$ cat config.mk
export PLATFORM = sky130hd
export DESIGN_NAME = circular_deque
export DESIGN_NICKNAME = d
export VERILOG_FILES = /design/src/rtl/cdq_pkg.sv /design/src/rtl/circular_deque.sv /design/src/rtl/cdq_ram.sv
export VERILOG_INCLUDE_DIRS = /design/src /design/src/rtl
export SDC_FILE = /design/constraint.sdc
export NUM_CORES = 1
export LEC_CHECK = 0
export ABC_AREA = 1
export BUFFER_PORTS_ARGS = -buffer_cell sky130_fd_sc_hd__buf_2
export CORE_UTILIZATION = 30
export DETAILED_ROUTE_END_ITERATION = 10
export SYNTH_ARGS = -nofsm -noshare
export SYNTH_HDL_FRONTEND = slang
export SYNTH_HIERARCHICAL = 1
export SYNTH_SLANG_ARGS = --single-unit
$ cat constraint.sdc
create_clock -name clk -period 5.9 [get_ports clk]
set_input_delay 0 -clock clk [delete_from_list [all_inputs] [get_ports clk]]
set_output_delay 0 -clock clk [all_outputs]
set_load 0.01 [all_outputs]
$ cat src/rtl/assert_macros.svh
// assertion macros for the rtl
`ifndef ASSERT_MACROS_SVH
`define ASSERT_MACROS_SVH

// property holds at every clock edge outside reset
`define CDQ_ASSERT(lbl, prop, msg) \
    lbl: assert property (@(posedge clk) disable iff (!rst_n) (prop)) else $error(msg);

// antecedent implies consequent on the following edge
`define CDQ_ASSERT_NEXT(lbl, pre, post, msg) \
    lbl: assert property (@(posedge clk) disable iff (!rst_n) (pre) |=> (post)) else $error(msg);

`endif

$ cat src/rtl/cdq_pkg.sv
package cdq_pkg;

    localparam int DEPTH_DEFAULT      = 16;
    localparam int ITEM_WIDTH_DEFAULT = 32;
    localparam int CAP_W              = 5;
    localparam int COUNT_W            = 5;
    localparam int KIND_W             = 3;
    localparam int STATUS_W           = 2;
    localparam int CAP_RESET          = 16;

    typedef enum logic [KIND_W-1:0] {
        KIND_PUSH_TAIL = 3'd0,
        KIND_PUSH_HEAD = 3'd1,
        KIND_POP_TAIL  = 3'd2,
        KIND_POP_HEAD  = 3'd3,
        KIND_PEEK_TAIL = 3'd4,
        KIND_PEEK_HEAD = 3'd5
    } kind_t;

    typedef enum logic [STATUS_W-1:0] {
        ST_OK    = 2'd0,
        ST_FULL  = 2'd1,
        ST_ZERO  = 2'd2,
        ST_EMPTY = 2'd3
    } status_t;

    // zero acts as one, anything above the ring depth acts as the depth
    function automatic logic [CAP_W-1:0] eff_cap(input logic [CAP_W-1:0] cap, input int depth);
        logic [CAP_W-1:0] res;
        res = cap;
        if (cap == '0)
        begin
            res = CAP_W'(1);
        end
        else if (int'(cap) > depth)
        begin
            res = CAP_W'(depth);
        end
        return res;
    endfunction

endpackage

$ cat src/rtl/circular_deque.sv
// a request accepted at one edge shows its result, with done high, in the next cycle
// busy stays high while the result is shown, and no new request is taken until busy drops
// the result is read from the single ring memory through its registered read port
// reset: queue empty, pointers at zero, capacity 16 (clamped to the depth), no result pending
// the receiver cannot stall, each result is valid for exactly one cycle
`include "assert_macros.svh"

module circular_deque #(
    parameter int DEPTH      = cdq_pkg::DEPTH_DEFAULT,
    parameter int ITEM_WIDTH = cdq_pkg::ITEM_WIDTH_DEFAULT
) (
    input  logic                         clk,
    input  logic                         rst_n,
    input  logic                         start,
    output logic                         busy,
    input  logic [cdq_pkg::KIND_W-1:0]   kind,
    input  logic [ITEM_WIDTH-1:0]        value,
    output logic                         done,
    output logic [cdq_pkg::STATUS_W-1:0] status,
    output logic [ITEM_WIDTH-1:0]        item_out,
    output logic [cdq_pkg::COUNT_W-1:0]  count,
    output logic                         is_empty,
    output logic                         is_full,
    input  logic                         cfg_valid,
    output logic                         cfg_ready,
    input  logic [cdq_pkg::CAP_W-1:0]    cfg_data
);

    localparam int AW = (DEPTH > 1) ? $clog2(DEPTH) : 1;
    localparam int XW = ((AW > cdq_pkg::CAP_W) ? AW : cdq_pkg::CAP_W) + 1;

    logic [cdq_pkg::CAP_W-1:0]   cap_reg, cap_next;
    logic [AW-1:0]               head_reg, head_next;
    logic [AW-1:0]               tail_reg, tail_next;
    logic [cdq_pkg::COUNT_W-1:0] count_reg, count_next;
    logic                        done_reg;
    cdq_pkg::status_t            status_reg, status_next;
    logic                        item_ok_reg, item_ok_next;

    logic                        accept;
    logic                        cfg_fire;
    logic                        q_empty;
    logic                        q_full;
    logic                        val_zero;
    logic [XW-1:0]               cap_ext;
    logic [XW-1:0]               head_plus;
    logic [XW-1:0]               tail_plus;
    logic [AW-1:0]               head_inc, head_dec;
    logic [AW-1:0]               tail_inc, tail_dec;

    logic                        wr_en;
    logic [AW-1:0]               wr_addr;
    logic                        rd_en;
    logic [AW-1:0]               rd_addr;
    logic [ITEM_WIDTH-1:0]       rd_data;

    assign busy      = done_reg;
    assign cfg_ready = !done_reg && !start;
    assign accept    = start && !done_reg;
    assign cfg_fire  = cfg_valid && cfg_ready;

    assign q_empty  = (count_reg == '0);
    assign q_full   = (count_reg >= cap_reg);
    assign val_zero = (value == '0);

    // ring neighbors, wrapping at the capacity
    assign cap_ext   = XW'(cap_reg);
    assign head_plus = XW'(head_reg) + XW'(1);
    assign tail_plus = XW'(tail_reg) + XW'(1);
    assign head_inc  = (head_plus >= cap_ext) ? '0 : AW'(head_plus);
    assign tail_inc  = (tail_plus >= cap_ext) ? '0 : AW'(tail_plus);
    assign head_dec  = (head_reg == '0 || XW'(head_reg) >= cap_ext)
                       ? AW'(cap_ext - XW'(1)) : AW'(XW'(head_reg) - XW'(1));
    assign tail_dec  = (tail_reg == '0 || XW'(tail_reg) >= cap_ext)
                       ? AW'(cap_ext - XW'(1)) : AW'(XW'(tail_reg) - XW'(1));

    always_comb
    begin
        cap_next     = cap_reg;
        head_next    = head_reg;
        tail_next    = tail_reg;
        count_next   = count_reg;
        status_next  = cdq_pkg::ST_OK;
        item_ok_next = 1'b0;
        wr_en        = 1'b0;
        wr_addr      = tail_reg;
        rd_en        = 1'b0;
        rd_addr      = tail_reg;

        if (cfg_fire)
        begin
            cap_next   = cdq_pkg::eff_cap(cfg_data, DEPTH);
            head_next  = '0;
            tail_next  = '0;
            count_next = '0;
        end
        else if (accept)
        begin
            unique case (kind)
                cdq_pkg::KIND_PUSH_TAIL:
                begin
                    if (val_zero)
                    begin
                        status_next = cdq_pkg::ST_ZERO;
                    end
                    else if (q_full)
                    begin
                        status_next = cdq_pkg::ST_FULL;
                    end
                    else
                    begin
                        tail_next  = q_empty ? tail_reg : tail_inc;
                        wr_en      = 1'b1;
                        wr_addr    = tail_next;
                        count_next = count_reg + cdq_pkg::COUNT_W'(1);
                    end
                end
                cdq_pkg::KIND_PUSH_HEAD:
                begin
                    if (val_zero)
                    begin
                        status_next = cdq_pkg::ST_ZERO;
                    end
                    else if (q_full)
                    begin
                        status_next = cdq_pkg::ST_FULL;
                    end
                    else
                    begin
                        head_next  = q_empty ? head_reg : head_dec;
                        wr_en      = 1'b1;
                        wr_addr    = head_next;
                        count_next = count_reg + cdq_pkg::COUNT_W'(1);
                    end
                end
                cdq_pkg::KIND_POP_TAIL:
                begin
                    if (q_empty)
                    begin
                        status_next = cdq_pkg::ST_EMPTY;
                    end
                    else
                    begin
                        rd_en        = 1'b1;
                        rd_addr      = tail_reg;
                        item_ok_next = 1'b1;
                        if (tail_reg != head_reg)
                        begin
                            tail_next = tail_dec;
                        end
                        count_next = count_reg - cdq_pkg::COUNT_W'(1);
                    end
                end
                cdq_pkg::KIND_POP_HEAD:
                begin
                    if (q_empty)
                    begin
                        status_next = cdq_pkg::ST_EMPTY;
                    end
                    else
                    begin
                        rd_en        = 1'b1;
                        rd_addr      = head_reg;
                        item_ok_next = 1'b1;
                        if (head_reg != tail_reg)
                        begin
                            head_next = head_inc;
                        end
                        count_next = count_reg - cdq_pkg::COUNT_W'(1);
                    end
                end
                cdq_pkg::KIND_PEEK_TAIL:
                begin
                    if (q_empty)
                    begin
                        status_next = cdq_pkg::ST_EMPTY;
                    end
                    else
                    begin
                        rd_en        = 1'b1;
                        rd_addr      = tail_reg;
                        item_ok_next = 1'b1;
                    end
                end
                cdq_pkg::KIND_PEEK_HEAD:
                begin
                    if (q_empty)
                    begin
                        status_next = cdq_pkg::ST_EMPTY;
                    end
                    else
                    begin
                        rd_en        = 1'b1;
                        rd_addr      = head_reg;
                        item_ok_next = 1'b1;
                    end
                end
                default:
                begin
                    status_next = cdq_pkg::ST_OK;
                end
            endcase
        end
    end

    always_ff @(posedge clk or negedge rst_n)
    begin
        if (!rst_n)
        begin
            cap_reg     <= cdq_pkg::eff_cap(cdq_pkg::CAP_W'(cdq_pkg::CAP_RESET), DEPTH);
            head_reg    <= '0;
            tail_reg    <= '0;
            count_reg   <= '0;
            done_reg    <= 1'b0;
            status_reg  <= cdq_pkg::ST_OK;
            item_ok_reg <= 1'b0;
        end
        else
        begin
            cap_reg   <= cap_next;
            head_reg  <= head_next;
            tail_reg  <= tail_next;
            count_reg <= count_next;
            done_reg  <= accept;
            if (accept)
            begin
                status_reg  <= status_next;
                item_ok_reg <= item_ok_next;
            end
        end
    end

    cdq_ram #(
        .DEPTH (DEPTH),
        .WIDTH (ITEM_WIDTH),
        .AW    (AW)
    ) u_ram (
        .clk     (clk),
        .wr_en   (wr_en),
        .wr_addr (wr_addr),
        .wr_data (value),
        .rd_en   (rd_en),
        .rd_addr (rd_addr),
        .rd_data (rd_data)
    );

    assign done     = done_reg;
    assign status   = status_reg;
    assign item_out = item_ok_reg ? rd_data : '0;
    assign count    = count_reg;
    assign is_empty = (count_reg == '0);
    assign is_full  = (count_reg == cap_reg);

    `CDQ_ASSERT(a_count_le_cap, count_reg <= cap_reg, "fill count above capacity")
    `CDQ_ASSERT(a_ptrs_meet, (count_reg > cdq_pkg::COUNT_W'(1)) || (head_reg == tail_reg),
                "pointers apart with one item or none")
    `CDQ_ASSERT_NEXT(a_accept_done, accept, done_reg && !accept,
                     "accepted request gave no result")
    `CDQ_ASSERT(a_full_flag, !(done_reg && status_reg == cdq_pkg::ST_FULL) || is_full,
                "full refusal without full flag")

endmodule

$ cat src/rtl/cdq_ram.sv
module cdq_ram #(
    parameter int DEPTH = cdq_pkg::DEPTH_DEFAULT,
    parameter int WIDTH = cdq_pkg::ITEM_WIDTH_DEFAULT,
    parameter int AW    = 4
) (
    input  logic             clk,
    input  logic             wr_en,
    input  logic [AW-1:0]    wr_addr,
    input  logic [WIDTH-1:0] wr_data,
    input  logic             rd_en,
    input  logic [AW-1:0]    rd_addr,
    output logic [WIDTH-1:0] rd_data
);

    logic [WIDTH-1:0] mem [DEPTH];
    logic [WIDTH-1:0] rd_data_reg;

    always_ff @(posedge clk)
    begin
        if (wr_en)
        begin
            mem[wr_addr] <= wr_data;
        end
        if (rd_en)
        begin
            rd_data_reg <= mem[rd_addr];
        end
    end

    assign rd_data = rd_data_reg;

endmodule
==> results_tabular.tex <==
\begin{tabular}{lr}
\hline
Metric & Value \\
\hline
\multicolumn{2}{l}{\textbf{Worst setup path}} \\
\quad Library cell contributing the largest single delay on the critical path & sky130\_fd\_sc\_hd\_\_nor2\_4 \\
\quad Top cell family by delay on the critical path & simple AND/OR/NAND/NOR gates \\
\quad Cell occurring most often along the worst timing path & sky130\_fd\_sc\_hd\_\_nand2\_1 \\
\quad Category of the most critical setup path & reg -> reg \\
\quad Cell-by-cell trace of the critical path & inv\_1 > ha\_1 > ha\_1 > nand2\_1 > nor2\_1 > nand2\_1 > nand3\_1 > nor2\_1 > nand4\_1 > nand2\_1 > nand2\_1 > a21oi\_1 > nand3b\_1 > nor2\_4 \\
\quad Kind of start point of the critical path & flop \\
\quad Worst EP arrival & about 4600 ps \\
\quad Maximum fanout encountered on the critical timing path & 32 \\
\quad Worst stage delay on the critical path & roughly 1200 ps \\
\quad Kind of capture point of the worst setup path & flop \\
\quad Required time of the worst setup path & 6120 ps \\
\quad Count of buffer and inverter cells on the critical path & 1 \\
\multicolumn{2}{l}{\textbf{STA}} \\
\quad Fin Clk Skew & 23.4 ps \\
\quad Total of endpoints with negative setup slack in the final report & 0 \\
\quad Final period utilization & 73.9\% \\
\quad Final TNS setup & 0 ps \\
\quad RSZ-0062 raised after global routing & no \\
\quad Worst Max-Slew Pin Slew & around 1400 ps \\
\quad Achievable frequency & 0.229 GHz \\
\quad Tmin final & roughly 4400 ps \\
\quad Final number of max-transition violations & 0 \\
\quad Number of endpoints with negative hold slack in the final report & 0 \\
\quad Tightest slew margin relative to the limit & 7.01\% \\
\multicolumn{2}{l}{\textbf{Clocking}} \\
\quad Buffer cell driving the clock tree root & sky130\_fd\_sc\_hd\_\_clkbuf\_16 \\
\quad Clock latency on the worst-skew pair & 630 ps \\
\quad Setup repair bufs after CTS & 0 \\
\quad Clock slew at reported path FFs & 60 ps \\
\quad Number of clock sinks seen by CTS & 566 \\
\quad CTS tree & yes \\
\quad Maximum number of buffers from clock root to sink & 3 \\
\quad Max H-tree Level & 2 \\
\quad Inserted Clock Buffers & 61 \\
\multicolumn{2}{l}{\textbf{Routing}} \\
\quad Count of unresolved DRC violations after routing & 0 \\
\quad Met3 Routed Length & about 4600 µm \\
\quad Number of nets with antenna violations after routing & 0 \\
\quad Highest routed metal layer & met4 \\
\quad WL met1 & approximately 30000 µm \\
\quad Total met2 wirelength after detailed routing & 33200 µm \\
\quad Via total after detailed routing & 17876 \\
\quad Pre-antenna DRT Iters & 5 \\
\quad Detailed router's first-iteration violation count & 1600 \\
\quad Avg Vias per Cell & 4.56 \\
\quad Final routed wire length divided by cell count & 17.8 µm \\
\quad DRT Wirelength & 69800 µm \\
\multicolumn{2}{l}{\textbf{Global routing}} \\
\quad Overall routing resource usage & $\sim$16\% \\
\quad Maximum number of pins on one net before global-route repair & 176 \\
\quad Number of global-route vias before repair & roughly 17000 \\
\quad Global-route wire length before repair & approximately 110000 µm \\
\quad Leftover overflow at the end of global routing & 0 \\
\quad Antenna violations before repair & 1 \\
\multicolumn{2}{l}{\textbf{Placement}} \\
\quad Hpwl dp & 40800 µm \\
\quad Routability-driven placement congestion ratio & $\sim$0.86 \\
\quad Cell area reported after detailed placement & 27600 µm² \\
\quad Count of port buffers added during placement & 87 \\
\multicolumn{2}{l}{\textbf{Yosys}} \\
\quad Avg Synthesized Cell Area & $\sim$10 µm² \\
\quad Yosys warning total & 6 \\
\quad Share of flip-flops with an asynchronous set or reset & 3.89\% \\
\quad Post-synth EDFFs & approximately 540 \\
\quad Synthesized flop and latch total & around 570 \\
\quad Share of the yosys chip area belonging to registers & 64.7\% \\
\quad Most used flip-flop cell after synthesis & sky130\_fd\_sc\_hd\_\_edfxtp\_1 \\
\quad Gate Count Post-Synth & roughly 2600 \\
\quad Post-Synthesis Cell Area & 26100 µm² \\
\quad Total nets after synthesis & approximately 2700 \\
\quad Unique masters post-synth & 40 \\
\multicolumn{2}{l}{\textbf{Finish}} \\
\quad Utilization of the core after routing & roughly a third \\
\quad Final net count & 2802 \\
\quad Number of flip-flops in the largest register & approximately 510 \\
\quad Ant. Diodes & 0 \\
\quad Share of final-layout standard cells stronger than drive strength 1 & 9.20\% \\
\quad Most common library cell in the layout ignoring fill and taps & sky130\_fd\_sc\_hd\_\_nand2\_1 \\
\quad Area overhead of the layout relative to synthesis & 14.3\% \\
\quad Final cell area excluding filler cells & roughly 30000 µm² \\
\quad Commonest cells after routing, fill and taps aside & sky130\_fd\_sc\_hd\_\_nand2\_1 (832), sky130\_fd\_sc\_hd\_\_edfxtp\_1 (544), sky130\_fd\_sc\_hd\_\_inv\_1 (473) \\
\multicolumn{2}{l}{\textbf{Floorplan}} \\
\quad Width of the die & a little under 300 µm \\
\quad Number of standard-cell rows in the floorplan & 107 \\
\quad Die area & 88200 µm² \\
\quad Num ports & between 80 and 90 \\
\quad Die Y-Extent & 297 µm \\
\quad Area of the placeable core & 85700 µm² \\
\quad Starting density of the core & between 30\% and 40\% \\
\multicolumn{2}{l}{\textbf{Power}} \\
\quad Largest voltage drop on the vdd net & 275 µV \\
\quad Pwr Total & 11300 µW \\
\quad Total power per unit cell area & 377 nW/µm² \\
\quad Leak & 0.0128 µW \\
\multicolumn{2}{l}{\textbf{Hold path}} \\
\quad Worst hold path class & in -> reg \\
\multicolumn{2}{l}{\textbf{Run}} \\
\quad Number of max-cap violations & 0 \\
\multicolumn{2}{l}{\textbf{Run status}} \\
\quad Result of the run & complete, no violations \\
\hline
\end{tabular}
metrics by stage:
step,hold slack (ps),std cells,setup WS (ps)
final,4.95,3916,1540
after global routing,65.4,3916,1160
after CTS,5.08,3916,1590
after detailed placement,26.8,3757,1610
after global placement,24.5,3757,1700
after floorplan,-296,2623,1900
worst register-to-register path: stages (launching register included):
cell                       delay [ps]
sky130_fd_sc_hd__dfrtp_1          560
sky130_fd_sc_hd__inv_1            180
sky130_fd_sc_hd__ha_1             360
sky130_fd_sc_hd__ha_1             280
sky130_fd_sc_hd__nand2_1           60
sky130_fd_sc_hd__nor2_1            40
sky130_fd_sc_hd__nand2_1           50
sky130_fd_sc_hd__nand3_1           70
sky130_fd_sc_hd__nor2_1           210
sky130_fd_sc_hd__nand4_1          160
sky130_fd_sc_hd__nand2_1           90
sky130_fd_sc_hd__nand2_1           50
sky130_fd_sc_hd__a21oi_1          280
sky130_fd_sc_hd__nand3b_1         390
sky130_fd_sc_hd__nor2_4          1160
routing by layer:
layer | up-vias | GRT usage [%]
met1 | 8567 | 21.8
met2 | 594 | 25.4
met4 | 0 | 3.83
li1 | 8641 | -
met3 | 74 | 2.08
met5 | - | 0
final timing paths:
path                            depth (start not counted)               end   startpoint  slack [ps]
worst max-delay path                                   14  u_ram/mem[8][16]  tail_reg[0]        1540
worst min-delay path                                    3        cap_reg[4]    cfg_valid           5
worst max register to register                         14  u_ram/mem[8][16]  tail_reg[0]        1540
worst min register to register                          2         status[0]    status[0]         480
max in group asynchronous                               4       item_ok_reg        rst_n        3970
min in group asynchronous                               3        cap_reg[4]        rst_n         400
report_power, final:
| part | switching, µW | internal [µW] | leakage (µW) |
|---|---|---|---|
| sequential | 158 | 4590 | 0.00518 |
| combinational | 2120 | 889 | 0.00675 |
| clock | 1560 | 1940 | 0.000887 |
logic make-up (layout without fill, tap and decap cells):
kind of cell               Yosys count  count (layout)  share of synthesized area (%)
and+or+nand+nor                   1359            1359                           22.1
buffers and inverters              601             750                           9.87
DFF                                566             566                           64.7
AOI/OAI and AO/OA                   46              46                           1.13
adders and majority gates           35              35                           1.71
xor gates and xnor gates            16              16                          0.537
cell usage after synthesis, types with 2 or more instances:
cell type                  instances  area, µm²
sky130_fd_sc_hd__edfxtp_1        544      16300
sky130_fd_sc_hd__o22ai_1           7       43.8
sky130_fd_sc_hd__a21boi_1          3       22.5
sky130_fd_sc_hd__nor2_2            7       43.8
sky130_fd_sc_hd__buf_4             7       52.6
sky130_fd_sc_hd__buf_2            47        235
sky130_fd_sc_hd__buf_1            14       52.6
sky130_fd_sc_hd__xor2_1           10       87.6
sky130_fd_sc_hd__nand4_1           8       50.1
sky130_fd_sc_hd__buf_6            29        327
sky130_fd_sc_hd__nand3_1         427       2140
sky130_fd_sc_hd__a21oi_2           2       17.5
sky130_fd_sc_hd__dfrtp_1          21        526
sky130_fd_sc_hd__nand2_2           7       43.8
sky130_fd_sc_hd__ha_1             34        425
sky130_fd_sc_hd__xnor2_1           6       52.6
sky130_fd_sc_hd__o21ai_1           6       30.0
sky130_fd_sc_hd__clkbuf_1         18       67.6
sky130_fd_sc_hd__inv_1           475       1780
sky130_fd_sc_hd__nand3_2           3       30.0
sky130_fd_sc_hd__o21ai_2           4       35.0
sky130_fd_sc_hd__a21oi_1           8       40.0
sky130_fd_sc_hd__nand3b_1          2       15.0
sky130_fd_sc_hd__o21ai_0          12       60.1
sky130_fd_sc_hd__nor2_1           68        255
sky130_fd_sc_hd__inv_2             9       33.8
sky130_fd_sc_hd__nand2_1         832       3120
cell type report:
type / instances / area [µm²]
Clock inverter: 36 / 234
Sequential cell: 566 / 16900
Tap cell: 1144 / 1430
Timing Repair Buffer: 153 / 1060
Inverter: 485 / 1830
Multi-Input combinational cell: 1456 / 6820
Fill cell: 8665 / 55800
Clock buffer: 76 / 1580
what timing repair did:
item	CTS	global route
setup endpoints to repair	0	0
gates resized for setup	0	0
hold buffers	47	0
endpoints found under the hold margin	551	0
(Power assumes the default switching activity.)
